===== src/fti_pkg.sv =====
// shared constants and types for the focus temperature interpolator
// no dependencies
package fti_pkg;

  localparam int TABLE_DEPTH_DEF = 64;
  localparam logic [7:0] MAX_PAIRS_RESET = 8'd100;

  // low hit counter
  localparam int LHW = 12;
  localparam logic [LHW-1:0] LOW_HITS_MAX = {LHW{1'b1}};

  // interpolation datapath widths
  localparam int TEMP_W  = 16;
  localparam int POS_W   = 32;
  localparam int DEN_W   = TEMP_W + 1;
  localparam int PROD_W  = DEN_W + POS_W + 1;
  localparam int BOUND_W = TEMP_W + 2;

  // operation codes
  localparam logic [1:0] FUNC_CLEAR = 2'd0;
  localparam logic [1:0] FUNC_ADD   = 2'd1;
  localparam logic [1:0] FUNC_FIND  = 2'd2;

  // status codes
  localparam logic [1:0] STATUS_OK      = 2'd0;
  localparam logic [1:0] STATUS_NO_DATA = 2'd1;
  localparam logic [1:0] STATUS_FULL    = 2'd2;

  // one table entry as stored in memory
  typedef struct packed {
    logic [7:0]              filter;
    logic signed [TEMP_W-1:0] temperature;
    logic signed [POS_W-1:0]  position;
  } tbl_entry_t;

  localparam int TBL_W = $bits(tbl_entry_t);

endpackage


===== src/fti_div.sv =====
// iterative signed divider, one quotient bit per cycle, truncates toward zero
// depends on fti_pkg
module fti_div
  import fti_pkg::*;
(
  input  logic                     clk,
  input  logic                     rst,
  input  logic                     start,
  input  logic signed [PROD_W-1:0] dividend,
  input  logic signed [DEN_W-1:0]  divisor,
  output logic                     done,
  output logic signed [PROD_W-1:0] quotient
);

  localparam int CNTW = $clog2(PROD_W + 1);

  logic [PROD_W-1:0] num;
  logic [DEN_W-1:0]  den;
  logic [DEN_W-1:0]  rem;
  logic [CNTW-1:0]   cnt;
  logic              neg;
  logic              running;
  logic [DEN_W:0]    trial;
  logic              fits;

  assign trial = {rem, num[PROD_W-1]};
  assign fits  = trial >= {1'b0, den};

  // magnitude restoring division
  always_ff @(posedge clk) begin
    if (rst) begin
      running <= 1'b0;
      done    <= 1'b0;
    end else begin
      done <= 1'b0;
      if (start) begin
        num     <= dividend[PROD_W-1] ? PROD_W'(-dividend) : PROD_W'(dividend);
        den     <= divisor[DEN_W-1] ? DEN_W'(-divisor) : DEN_W'(divisor);
        rem     <= '0;
        neg     <= dividend[PROD_W-1] ^ divisor[DEN_W-1];
        cnt     <= CNTW'(PROD_W);
        running <= 1'b1;
      end else if (running) begin
        rem <= fits ? DEN_W'(trial - {1'b0, den}) : trial[DEN_W-1:0];
        num <= {num[PROD_W-2:0], fits};
        cnt <= cnt - 1'b1;
        if (cnt == CNTW'(1)) begin
          running <= 1'b0;
          done    <= 1'b1;
        end
      end
    end
  end

  // apply sign
  assign quotient = neg ? -$signed(num) : $signed(num);

endmodule


===== config.mk =====
export PLATFORM = sky130hd
export DESIGN_NAME = fti_div
export DESIGN_NICKNAME = d
export VERILOG_FILES = /design/src/fti_pkg.sv /design/src/fti_div.sv
export SDC_FILE = /design/constraint.sdc
export NUM_CORES = 1
export LEC_CHECK = 0
export BUFFER_PORTS_ARGS = -buffer_cell sky130_fd_sc_hd__buf_2
export CORE_AREA = 2 2 140 101
export DETAILED_ROUTE_END_ITERATION = 8
export DIE_AREA = 0 0 142 103
export GPL_TIMING_DRIVEN = 0
export PLACE_DENSITY = 0.78
export SLEW_MARGIN = 10
export SYNTH_ARGS = -nofsm -noshare
export SYNTH_HDL_FRONTEND = slang
export SYNTH_SLANG_ARGS = --single-unit

===== constraint.sdc =====
create_clock -name clk -period 6.45 [get_ports clk]
set_input_delay 1.29 -clock clk [delete_from_list [all_inputs] [get_ports clk]]
set_output_delay 1.29 -clock clk [all_outputs]
set_load 0.005 [all_outputs]

==> qor.csv <==
metric,value,unit
Critical Path Fanout Max,5,
Worst-path clk slew,0.06,ns
Area after DPL,8070,um2
Final Skew,0.0112,ns
PD cells,215,nW/um2
via count,6572,
CP arrival,3.66,ns
Total Power,1.79,mW
status,finished clean,
port bufs,116,
total track usage,0.277,
Syn Nets,859,
Final Hold Viols,0,
worst-margin pin slew,0.872,ns
Antenna Cells,0,
GPL Wtd Cong,0.957,
final max-slew violation count,0,
Cells after Synth,766,
vias in the first global route,5720,
average cell area after synthesis,9.42,um2
later-pin clock latency in the skew report,0.35,ns
Via density,6.14,
Max-Cap Viols,0,
CP endpoint kind,output pin,
DRT Wirelength,20100,um
"Seq/Total Area, Yosys",0.384,
die area,14600,um2
largest net degree at the start of global routing,28,
unrepaired setup endpoints after global routing,false,
initial antenna violation count,0,
fin crit period,4.95,ns
CP Launch Type,flip-flop,
Die Wd,142,um
Critical Path RT,5.16,ns
post-CTS sizing,0,
clk sink count,93,
Final Setup Violations,0,
Core ar.,13500,um2
CTS tree,built,
total CTS buffers,9,
DRC,0,
critical path type,flip-flop to output pin,
YS warnings,0,
length of the first detailed-routing pass in iterations,6,
VDD IR-drop max,0.000144,V
Post-CTS Setup Inserts,0,
fin area,8330,um2
die height,103,um
Synth-to-Final Area Change,15.5,%
synthesized area,7210,um2
Layout fillers,1122,
row count,36,
Async SR Flop Fraction,0,
Antenna Nets Post-Route,0,
layout cells sized above 1,0.189,
H-tree depth,3,
static leakage,3.11,nW
Most used DFF post-synth,edfxtp_1,
part of the cycle the worst path needs,0.767,
total gr overflow,0,
routed len/inst,18.8,um
Yosys reg bits,93,
dpl hpwl,15400,um
CTS Buffer Depth,2,
first-pass GRT wire length,30800,um
fin nets,989,
Initial Util,0.536,
Unique masters post-synth,62,
root buffer cell,clkbuf_16,
most frequent cells in the layout,"117 x buf_2, 91 x edfxtp_1, 85 x xnor2_1",
number of synthesized flops with an enable pin,91,
"most common cell after layout, fill and taps aside",buf_2,
slew margin rel.,0.414,
# IOs,121,
class of the worst hold path,flip-flop to flip-flop,
CTS Hold Bufs,0,
FMAX,202,MHz
Iter 0 DRT Violations,713,
final timing paths:
path | from | to | slack (ns) | cells after the start
setup / recovery | num[11] | quotient[45] | 1.50 | 7
hold / removal | running | done | 0.54 | 1
setup reg to reg | rem[12] | rem[9] | 3.05 | 9
hold reg to reg | running | done | 0.54 | 1
through the flow:
| stage | utilization | cells | setup WS [ns] | hold WS (ns) | TNS, ns |
|---|---|---|---|---|---|
| 6_report | 0.618 | 1071 | 1.50 | 0.538 | 0 |
| 5_1_grt | 0.618 | 1071 | 1.32 | 0.548 | 0 |
| 4_1_cts | 0.618 | 1071 | 1.63 | 0.543 | 0 |
| 3_5_place_dp | 0.599 | 1056 | 2.03 | 0.534 | 0 |
| 3_3_place_gp | 0.595 | 1053 | -0.627 | 0.507 | -46.07 |
| 2_1_floorplan | - | 766 | 1.00 | 0.458 | 0 |
Yosys cell counts, types with 2 or more instances:
| master | n | area, um2 |
|---|---|---|
| edfxtp_1 | 91 | 2730 |
| xnor2_1 | 85 | 744 |
| nor2_1 | 60 | 225 |
| nand2_1 | 58 | 218 |
| a21oi_1 | 50 | 250 |
| o21ai_0 | 48 | 240 |
| xor2_1 | 36 | 315 |
| clkbuf_1 | 32 | 120 |
| inv_1 | 32 | 120 |
| o31ai_1 | 28 | 210 |
| mux2_2 | 25 | 282 |
| ha_1 | 22 | 275 |
| or4_1 | 21 | 158 |
| o41ai_1 | 16 | 140 |
| nand3_1 | 15 | 75.1 |
| nor3_1 | 15 | 75.1 |
| mux2i_1 | 12 | 120 |
| nor4_1 | 12 | 75.1 |
| or3_1 | 11 | 68.8 |
| nand2b_1 | 7 | 43.8 |
| nand4_1 | 7 | 43.8 |
| o21a_1 | 7 | 52.6 |
| and2_1 | 5 | 31.3 |
| and3_1 | 5 | 31.3 |
| a211oi_1 | 4 | 30.0 |
| a21o_1 | 4 | 30.0 |
| nor2b_1 | 4 | 25.0 |
| nor3b_1 | 4 | 30.0 |
| or2_2 | 4 | 25.0 |
| buf_1 | 3 | 11.3 |
| nor4b_1 | 3 | 26.3 |
| o21ai_1 | 3 | 15.0 |
| a21boi_0 | 2 | 15.0 |
| a31oi_1 | 2 | 12.5 |
| a41o_1 | 2 | 20.0 |
| dfxtp_1 | 2 | 40.0 |
| o211a_1 | 2 | 20.0 |
| o21bai_1 | 2 | 15.0 |
| or3b_2 | 2 | 17.5 |
power breakdown:
group          switching, mW  internal [mW]  total [mW]
Clock                  0.224          0.255       0.479
Sequential            0.0416          0.731       0.773
Combinational          0.306          0.233       0.538
Total                  0.571           1.22        1.79
critical path, cell delays in order (launching register included):
cell and delay [ns]:
edfxtp_1 0.48, or4_1 0.54, or3_1 0.42, nor3_1 0.73
nand3_1 0.36, o41ai_1 0.40, xnor2_1 0.21, buf_2 0.16
cell type report:
cell class / count / area, um2 / share of cell area
Multi-Input combinational cell: 603 / 4180 / 0.502
Sequential cell: 93 / 2770 / 0.333
Timing Repair Buffer: 119 / 636 / 0.0763
Clock buffer: 9 / 225 / 0.0270
Tap cell: 171 / 214 / 0.0257
Buffer: 37 / 144 / 0.0173
Inverter: 33 / 124 / 0.0149
Clock inverter: 6 / 30.0 / 0.00361
per-layer routing:
layer | up-vias | routed length [um] | GRT usage | share of wire
li1 | 3098 | - | - | -
met1 | 3090 | 9340 | 0.420 | 0.46
met2 | 355 | 8540 | 0.401 | 0.42
met3 | 29 | 1920 | 0.0590 | 0.095
met4 | 0 | 314 | 0.0708 | 0.016
met5 | - | 0 | 0 | 0
kinds of logic after synthesis:
family,count (synthesis),share of synthesized area
XOR/XNOR,121,0.147
multiplexers,37,0.0557
flip-flops,93,0.384
AND/OR/NAND/NOR,239,0.171
AO/OA/AOI/OAI,183,0.164
buffers and inverters,70,0.0371
adder cells (fa/ha/maj),23,0.0409
registers in the layout, indices dropped and copies added (netlist names):
signal,cells
rem,17
num,50
done,1
den,17
running,1
cnt,6
neg,1
Power figures use the tool's default switching activity.
