===== config.mk =====
export PLATFORM = sky130hd
export DESIGN_NAME = fti_ram
export DESIGN_NICKNAME = d
export VERILOG_FILES = /design/src/fti_ram.sv
export SDC_FILE = /design/constraint.sdc
export NUM_CORES = 1
export LEC_CHECK = 0
export CORE_AREA = 5 5 150 152
export CTS_CLUSTER_DIAMETER = 60
export DETAILED_ROUTE_END_ITERATION = 6
export DIE_AREA = 0 0 155 157
export DONT_BUFFER_PORTS = 1
export SETUP_SLACK_MARGIN = 0.1
export SYNTH_ARGS = -nofsm -noshare
export SYNTH_HDL_FRONTEND = slang
export SYNTH_SLANG_ARGS = --single-unit

===== constraint.sdc =====
create_clock -name clk -period 2.1 [get_ports clk]
set_input_delay 0.21 -clock clk [delete_from_list [all_inputs] [get_ports clk]]
set_output_delay 0.21 -clock clk [all_outputs]
set_load 0.01 [all_outputs]

===== src/fti_ram.sv =====
// generic single write port ram with registered read
// no dependencies
module fti_ram #(
  parameter int WIDTH = 8,
  parameter int DEPTH = 16,
  parameter int AW    = 4
) (
  input  logic             clk,
  input  logic             we,
  input  logic [AW-1:0]    waddr,
  input  logic [WIDTH-1:0] wdata,
  input  logic [AW-1:0]    raddr,
  output logic [WIDTH-1:0] rdata
);

  logic [WIDTH-1:0] mem [DEPTH];

  // write port and registered read port
  always_ff @(posedge clk) begin
    if (we) begin
      mem[waddr] <= wdata;
    end
    rdata <= mem[raddr];
  end

endmodule


==> parameters.txt, run 1 <==
Parameter                              Value

Run status
  Result of the run    finished clean

Synth
  Main combinational cell family by area after synthesis    multiplexers
  Simple-gate portion of the synthesized area    0.0318
  Total number of yosys warnings    0
  Proportion of netlist area held by the largest area contributor    0.747
  Synthesized Nets    247
  Dominant cell type by area after synthesis    sky130_fd_sc_hd__edfxtp_1
  Area share of fa/ha/maj cells after synthesis    0
  Post-synthesis instance total    229
  Complex-gate fraction of the synthesized area    0.0233
  Synth Area in XOR/XNOR    0
  Number of distinct library cells after synthesis    19
  Number of synthesized flops with an enable pin    128
  Avg Cell Area, Syn    22.5 sq um
  Number of register bits inferred by synthesis    136
  Proportion of register bits with asynchronous set or reset after synthesis    0
  Cell types with the largest area share after synthesis    sky130_fd_sc_hd__edfxtp_1 (75%), sky130_fd_sc_hd__mux4_2 (7.9%), sky130_fd_sc_hd__mux4_1 (7.1%)
  Share of cell area taken by muxes after synthesis    0.150
  Sequential cell area fraction in the yosys report    0.778
  Dominant register cell in the synthesized netlist    sky130_fd_sc_hd__edfxtp_1
  Top cell types by occurrence after synthesis    sky130_fd_sc_hd__edfxtp_1 (128), sky130_fd_sc_hd__mux4_2 (18), sky130_fd_sc_hd__a22oi_1 (16)
  Mapped Area    5150 sq um
  Cell with the most instances after synthesis    sky130_fd_sc_hd__edfxtp_1

Clock network
  Clock net sink count    136
  TritonCTS clock tree    done
  Max clock buf depth    2
  Number of levels in the clock H-tree    4
  Clock transition time at the flip-flop clock pins of the worst setup and hold paths    0.05 ns
  CTS Root Buffer Type    sky130_fd_sc_hd__clkbuf_16
  Number of buffers added for setup after CTS    0
  Clk_lat worst skew    0.40 ns
  TritonCTS Buffers    17

Routing
  Via-per-instance ratio    4.29
  Total routed wirelength    10500 microns
  Final routed DRC violation total    0
  DRT antenna net count    0
  WL met1    4890 microns
  Wire length per cell    19.2 microns
  Top metal layer carrying routed signals    met4
  Routed wl met3    803 microns
  Count of vias placed by the detailed router    2351
  Detailed-routed wire length on met2    4690 microns
  First-pass detailed-route iteration total    4
  Iteration-0 DRC count of the detailed router    258

Floorplanning
  Height of the die    157 microns
  Die ar.    24300 sq um
  Core area    20900 sq um
  Die X-Extent    155 microns
  Row Count    53
  Starting density of the core    0.246
  Count of boundary I/O pins    26

Worst setup path
  Max Fanout on Critical Path    1
  Worst R2R Path Depth    3
  Data arrival time of the worst path    1.69 ns
  Worst Setup Start Kind    flop
  Sort of element at the end of the critical path    flop
  R2R Path Start    mem[5][2]
  Maximum single-stage delay on the critical path    0.55 ns
  CP bufs+invs    0
  Register-to-register setup slack    0.68 ns
  FF-to-FF End    rdata[2]
  Cell type group with the largest total delay on the critical path    multiplexers
  Cell-by-cell trace of the critical path    mux4_1 > a22oi_1 > nand2_1
  Data required time at the worst endpoint    2.36 ns
  Classification of the worst setup path    flop to flop
  Slowest stage cell on the critical path    sky130_fd_sc_hd__mux4_1

STA
  Final count of negative-setup-slack endpoints    0
  Worst hold margin    0.0811 ns
  Fmax    0.704 GHz
  Setup Total Neg Slack    0 ns
  Count of endpoints failing hold in the final timing report    0
  Crit share post-route    0.676
  Skew final    0.00557 ns
  Unrepaired setup endpoints after global routing    no
  Transition time of the tightest slew-check pin    0.834 ns
  Worst max-slew margin expressed relative to the limit    0.442
  Final Slew Violations    0
  Shortest period the worst path allows    1.42 ns

Global routing
  Number of global-route vias before repair    2465
  Congestion Overflow GR    0
  Maximum number of pins on one net before global-route repair    33
  Overall Global Routing Usage    0.0895
  Global-route wire length before repair    15700 microns
  Antenna violations before repair    1

Placed design
  Placed standard-cell area    5530 sq um
  Final GP Congestion    0.703
  Port Buf Inserts    0
  Detailed Place HPWL    6670 microns

Pwr
  Total chip power    0.00572 W
  Total leakage power    1.95 nW
  Cell Pwr Density    940 nW/um^2
  Worst ir drop on vdd    0.768 mV

Finish
  Share of layout cells above drive strength 1    0.206
  Final core utilization    0.291
  Post-route standard cell area excluding fillers    6080 sq um
  Storage element area    4000 sq um
  Fin nets    280
  Number of fillers in the final layout    2017
  Area growth from synthesis to final layout    18.2%
  Footprint of the multi-input gates    1060 sq um

Hold path
  Worst hold stages    3
  HP Start    raddr[1]
  Type of the worst min-delay path    primary input to flop
  Hold Crit Endpoint    rdata[1]

Flow run
  Max-Cap Viols    0
[report_power, final]
group          switching, W  internal [W]
sequential        0.0000364       0.00304
combinational      0.000111      0.000102
clock              0.000971       0.00146
total               0.00112       0.00460
[worst reg2reg max path, delay by kind of cell, from the launching register on]
| kind | cells | cell delay, ns |
|---|---|---|
| multiplexers | 1 | 0.55 |
| AND/OR/NAND/NOR | 1 | 0.15 |
| flip-flops | 1 | 0.35 |
| AO/OA/AOI/OAI | 1 | 0.22 |
[worst max-delay path by stage]
| stage | slack [ns] | start | end | depth (start not counted) |
|---|---|---|---|---|
| final | 0.68 | mem[5][2] | rdata[2] | 3 |
| after global routing | 0.63 | mem[5][2] | rdata[2] | 3 |
| after CTS | 0.68 | mem[9][1] | rdata[1] | 3 |
| after detailed placement | 0.55 | waddr[3] | mem[5][6] | 2 |
| after global placement | 0.55 | waddr[3] | mem[5][5] | 2 |
| after floorplan | 0.40 | waddr[2] | mem[0][0] | 2 |
[placed cells by master, fill, tap and decap left out, types with 8 or more instances in the layout]
| cell | netlist | layout |
|---|---|---|
| sky130_fd_sc_hd__edfxtp_1 | 128 | 128 |
| sky130_fd_sc_hd__mux4_2 | 18 | 18 |
| sky130_fd_sc_hd__clkbuf_16 | 0 | 17 |
| sky130_fd_sc_hd__a22oi_1 | 16 | 16 |
| sky130_fd_sc_hd__buf_4 | 1 | 16 |
| sky130_fd_sc_hd__mux4_1 | 14 | 14 |
| sky130_fd_sc_hd__nor2_1 | 13 | 13 |
| sky130_fd_sc_hd__nand2_1 | 9 | 9 |
| sky130_fd_sc_hd__dlygate4sd3_1 | 0 | 8 |
| sky130_fd_sc_hd__dfxtp_1 | 8 | 8 |
[metrics by stage]
stage          worst slack [ns]  std cells
2_1_floorplan             0.397        229
3_3_place_gp              0.551        510
3_5_place_dp              0.555        510
4_1_cts                   0.677        547
5_1_grt                   0.633        548
6_report                  0.680        548
[registers in the layout, indices dropped and copies added (netlist names)]
signal	count
mem	128
rdata	8
[timing repair]
| item | 4_1_cts | 5_1_grt |
|---|---|---|
| hold buffers | 8 | 0 |
| endpoints found under the hold margin | 128 | 0 |
| resized for setup | 0 | 0 |
[cell type report]
| cell class | instances | area share |
|---|---|---|
| tap | 275 | 0.0566 |
| clock buffer | 21 | 0.0724 |
| antenna | 1 | 0.000411 |
| multi-input combinational | 83 | 0.174 |
| timing repair buffer | 24 | 0.0329 |
| sequential | 136 | 0.658 |
| clock inverter | 8 | 0.00576 |
[logic make-up after synthesis]
| logic type | count (synthesis) |
|---|---|
| DFF | 136 |
| and+or+nand+nor | 35 |
| muxes | 32 |
| AOI/OAI and AO/OA | 16 |
| buffers and inverters | 10 |
[layer usage]
metal	global-route usage	up-vias
li1	-	1037
met1	0.123	1240
met2	0.130	63
met3	0.0368	11
met4	0.0282	0
met5	0	-
(Power assumes the default switching activity.)
==> run 2, diff against run 1 <==
--- a/config.mk
+++ b/config.mk
@@ -5,10 +5,11 @@
 export SDC_FILE = /design/constraint.sdc
 export NUM_CORES = 1
 export LEC_CHECK = 0
-export CORE_AREA = 5 5 150 152
+export ABC_AREA = 1
+export CORE_AREA = 5 5 158 160
 export CTS_CLUSTER_DIAMETER = 60
 export DETAILED_ROUTE_END_ITERATION = 6
-export DIE_AREA = 0 0 155 157
+export DIE_AREA = 0 0 163 165
 export DONT_BUFFER_PORTS = 1
 export SETUP_SLACK_MARGIN = 0.1
 export SYNTH_ARGS = -nofsm -noshare
==> constraint.sdc (replaced) <==
create_clock -name clk -period 1.2 [get_ports clk]
set_input_delay 0.12 -clock clk [delete_from_list [all_inputs] [get_ports clk]]
set_output_delay 0.12 -clock clk [all_outputs]
set_load 0.01 [all_outputs]
==> run 2 against run 1 <==
Via count up 57%. Non-clock buffer count up 7. Clock-buffer cell count down 1. Critical endpoint is now mem[9][6]. Critical path depth down 2. Highest routed layer unchanged. Clock power up 99%. The run now ends with hold timing left. Synthesized cell count up 140%.
==> parameters.txt, run 2 <==
Parameter                              Value

Worst setup path
  Depth of the critical timing path with buffers and inverters included    1 (was 3)
  Cell-by-cell trace of the critical path    dlygate4sd3_1 (was mux4_1 > a22oi_1 > nand2_1)
  Max Fanout on Critical Path    16 (was 1)
  Sort of element at the end of the critical path    flop (unchanged)
  Worst R2R Path Depth    6 (was 3)
  Maximum single-stage delay on the critical path    1.03 ns (was 0.55 ns)
  Cell type group with the largest total delay on the critical path    buffers and inverters (was multiplexers)
  FF-to-FF End    rdata[2] (unchanged)
  Slowest stage cell on the critical path    sky130_fd_sc_hd__dlygate4sd3_1 (was sky130_fd_sc_hd__mux4_1)
  Data required time at the worst endpoint    1.31 ns (was 2.36 ns)
  CP bufs+invs    1 (was 0)
  Register-to-register setup slack    0.20 ns (was 0.68 ns)
  R2R Path Start    mem[9][2] (was mem[5][2])
  Endpoint of the worst setup timing path    mem[9][6] (was rdata[2])
  Classification of the worst setup path    primary input to flop (was flop to flop)
  Launch point of the critical path    wdata[6] (was mem[5][2])
  Data arrival time of the worst path    1.16 ns (was 1.69 ns)
  Worst Setup Start Kind    primary input (was flop)

Floorplanning
  Starting density of the core    0.248 (was 0.246)
  Core area    23300 sq um (was 20900 sq um)
  Die ar.    26900 sq um (was 24300 sq um)
  Die X-Extent    163 microns (was 155 microns)
  Count of boundary I/O pins    26 (unchanged)
  Height of the die    165 microns (was 157 microns)
  Row Count    56 (was 53)

Routing
  DRT antenna net count    0 (unchanged)
  Count of vias placed by the detailed router    3695 (was 2351)
  Wire length per cell    15.2 microns (was 19.2 microns)
  Iteration-0 DRC count of the detailed router    249 (was 258)
  Final routed DRC violation total    0 (unchanged)
  First-pass detailed-route iteration total    5 (was 4)
  Total routed wirelength    13800 microns (was 10500 microns)
  Via-per-instance ratio    4.06 (was 4.29)

Clock network
  Number of buffers inserted by hold repair at cts    9 (was 8)
  Clock net sink count    136 (unchanged)
  CTS Root Buffer Type    sky130_fd_sc_hd__clkbuf_16 (unchanged)
  Clock transition time at the flip-flop clock pins of the worst setup and hold paths    0.06 ns (was 0.05 ns)
  Clk_lat worst skew    0.42 ns (was 0.40 ns)
  TritonCTS clock tree    done (unchanged)
  Max clock buf depth    2 (unchanged)
  TritonCTS Buffers    17 (unchanged)
  Number of levels in the clock H-tree    4 (unchanged)

Synth
  Complex-gate fraction of the synthesized area    0 (was 0.0233)
  Cell types with the largest area share after synthesis    sky130_fd_sc_hd__edfxtp_1 (67%), sky130_fd_sc_hd__nand2_1 (11%), sky130_fd_sc_hd__nand3_1 (8.4%) (was sky130_fd_sc_hd__edfxtp_1 (75%), sky130_fd_sc_hd__mux4_2 (7.9%), sky130_fd_sc_hd__mux4_1 (7.1%))
  Top cell types by occurrence after synthesis    sky130_fd_sc_hd__nand2_1 (173), sky130_fd_sc_hd__edfxtp_1 (128), sky130_fd_sc_hd__inv_1 (100) (was sky130_fd_sc_hd__edfxtp_1 (128), sky130_fd_sc_hd__mux4_2 (18), sky130_fd_sc_hd__a22oi_1 (16))
  Avg Cell Area, Syn    10.5 sq um (was 22.5 sq um)
  Share of cell area taken by muxes after synthesis    0 (was 0.150)
  Simple-gate portion of the synthesized area    0.210 (was 0.0318)
  Main combinational cell family by area after synthesis    simple AND/OR/NAND/NOR gates (was multiplexers)
  Cell with the most instances after synthesis    sky130_fd_sc_hd__nand2_1 (was sky130_fd_sc_hd__edfxtp_1)
  Number of distinct library cells after synthesis    12 (was 19)
  Total number of yosys warnings    0 (unchanged)
  Number of synthesized flops with an enable pin    128 (unchanged)
  Dominant cell type by area after synthesis    sky130_fd_sc_hd__edfxtp_1 (unchanged)
  Synthesized Nets    569 (was 247)
  Number of register bits inferred by synthesis    136 (unchanged)
  Dominant register cell in the synthesized netlist    sky130_fd_sc_hd__edfxtp_1 (unchanged)
  Sequential cell area fraction in the yosys report    0.694 (was 0.778)
  Synth Area in XOR/XNOR    0 (unchanged)
  Area share of fa/ha/maj cells after synthesis    0 (unchanged)
  Post-synthesis instance total    551 (was 229)
  Mapped Area    5770 sq um (was 5150 sq um)
  Proportion of netlist area held by the largest area contributor    0.667 (was 0.747)
  Proportion of register bits with asynchronous set or reset after synthesis    0 (unchanged)

STA
  Final count of negative-setup-slack endpoints    0 (unchanged)
  Transition time of the tightest slew-check pin    0.826 ns (was 0.834 ns)
  Shortest period the worst path allows    1.05 ns
  Setup Total Neg Slack    0 ns (unchanged)
  Count of endpoints failing hold in the final timing report    8 (was 0)
  Final Slew Violations    0 (unchanged)
  Crit share post-route    0.879
  Unrepaired setup endpoints after global routing    no (unchanged)
  Worst hold margin    -0.0769 ns (was 0.0811 ns)
  Skew final    0.00671 ns (was 0.00557 ns)
  Worst max-slew margin expressed relative to the limit    0.450 (was 0.442)
  Fmax    0.949 GHz

Pwr
  Worst ir drop on vdd    0.932 mV (was 0.768 mV)
  Cell Pwr Density    1570 nW/um^2 (was 940 nW/um^2)
  Total leakage power    2.87 nW (was 1.95 nW)
  Total chip power    0.0108 W (was 0.00572 W)

Finish
  Most flop-heavy register    mem (unchanged)
  Highest-count cells in the layout ignoring fill and taps    sky130_fd_sc_hd__nand2_1 (173), sky130_fd_sc_hd__edfxtp_1 (128), sky130_fd_sc_hd__inv_1 (100) (was sky130_fd_sc_hd__edfxtp_1 (128), sky130_fd_sc_hd__mux4_2 (18), sky130_fd_sc_hd__clkbuf_16 (17))
  Largest register FFs    128 (unchanged)
  Fin nets    595 (was 280)
  Area growth from synthesis to final layout    19.0% (was 18.2%)
  Registers with the most flip-flops    mem (128), rdata (8) (unchanged)
  Share of layout cells above drive strength 1    0.0949 (was 0.206)
  Most common cell after layout, fill and taps aside    sky130_fd_sc_hd__nand2_1 (was sky130_fd_sc_hd__edfxtp_1)

Flow run
  Max-Cap Viols    0 (unchanged)

Global routing
  Overall Global Routing Usage    0.107 (was 0.0895)
  Congestion Overflow GR    0 (unchanged)
  Number of global-route vias before repair    3574 (was 2465)
  Global-route wire length before repair    21100 microns (was 15700 microns)
  Antenna violations before repair    0 (was 1)
  Maximum number of pins on one net before global-route repair    66 (was 33)

Placed design
  Final GP Congestion    0.780 (was 0.703)
  Port Buf Inserts    0 (unchanged)
  Detailed Place HPWL    8600 microns (was 6670 microns)

Hold path
  Type of the worst min-delay path    primary input to flop (unchanged)

Run status
  Result of the run    finished, violations left (was finished clean)
  Violated checks    hold timing
-- run 2: layout make-up --
class,instances,area (sq um)
flip-flops and latches,136,4000
fillers,2421,16400
multi-input cells,289,1220
repair buffers,31,295
inverters,102,383
diodes,1,2.50
well taps,319,399
clock inverters,12,101
clock buffers,20,457
-- run 2: timing repair --
action,4_1_cts,5_1_grt
setup buffers,0,0
gates resized for setup,0,2
setup endpoints to repair,0,17
endpoints found under the hold margin,136,8
-- run 2: logic make-up (layout without fill, tap and decap cells) --
family	Yosys count	count (layout)
DFF	136	136
buffers and inverters	126	165
other	0	1
and+or+nand+nor	289	289
-- run 2: worst min path at each step --
| stage | cells past startpoint | slack, ns | from | to |
|---|---|---|---|---|
| after floorplan | 0 | 0.22 | wdata[0] | mem[0][0] |
| after global placement | 0 | 0.22 | wdata[0] | mem[3][0] |
| after detailed placement | 0 | 0.22 | wdata[0] | mem[3][0] |
| after CTS | 3 | -0.1 | raddr[2] | rdata[7] |
| after global routing | 3 | -0.06 | raddr[2] | rdata[7] |
| final | 3 | -0.08 | raddr[2] | rdata[7] |
-- run 2: worst register-to-register path, cell delays in order, from the launching register on --
cell                       delay (ns)
sky130_fd_sc_hd__edfxtp_1        0.36
sky130_fd_sc_hd__inv_1           0.06
sky130_fd_sc_hd__nand2_1         0.04
sky130_fd_sc_hd__nand3_1         0.07
sky130_fd_sc_hd__nand3_1         0.14
sky130_fd_sc_hd__nand3_1         0.13
sky130_fd_sc_hd__nand2_1         0.08
-- run 2: power by group --
part | leakage, nW | switching [W] | internal (W)
Sequential | 1.22 | 0.0000716 | 0.00531
Combinational | 1.37 | 0.000364 | 0.000184
Clock | 0.276 | 0.00190 | 0.00294
Total | 2.87 | 0.00234 | 0.00844
-- run 2: per-stage QoR --
stage | instance area [sq um] | hold slack [ns] | setup WS (ns) | std cells | utilization
finish | 6860 | -0.0769 | 0.146 | 910 | 0.295
global route | 6860 | -0.0591 | 0.114 | 909 | 0.295
CTS | 6850 | -0.0963 | 0.104 | 909 | 0.294
detailed placement | 6200 | 0.220 | 0.177 | 868 | 0.267
global placement | 6200 | 0.220 | 0.196 | 868 | 0.267
floorplan | 5770 | 0.219 | 0.129 | 551 | -
-- run 2: metal layers --
metal	share of wire	GRT usage	vias up
met2	0.48	0.174	91
met1	0.46	0.140	1763
met3	0.050	0.0265	13
li1	-	-	1828
met5	0	0	-
met4	0.012	0.0393	0
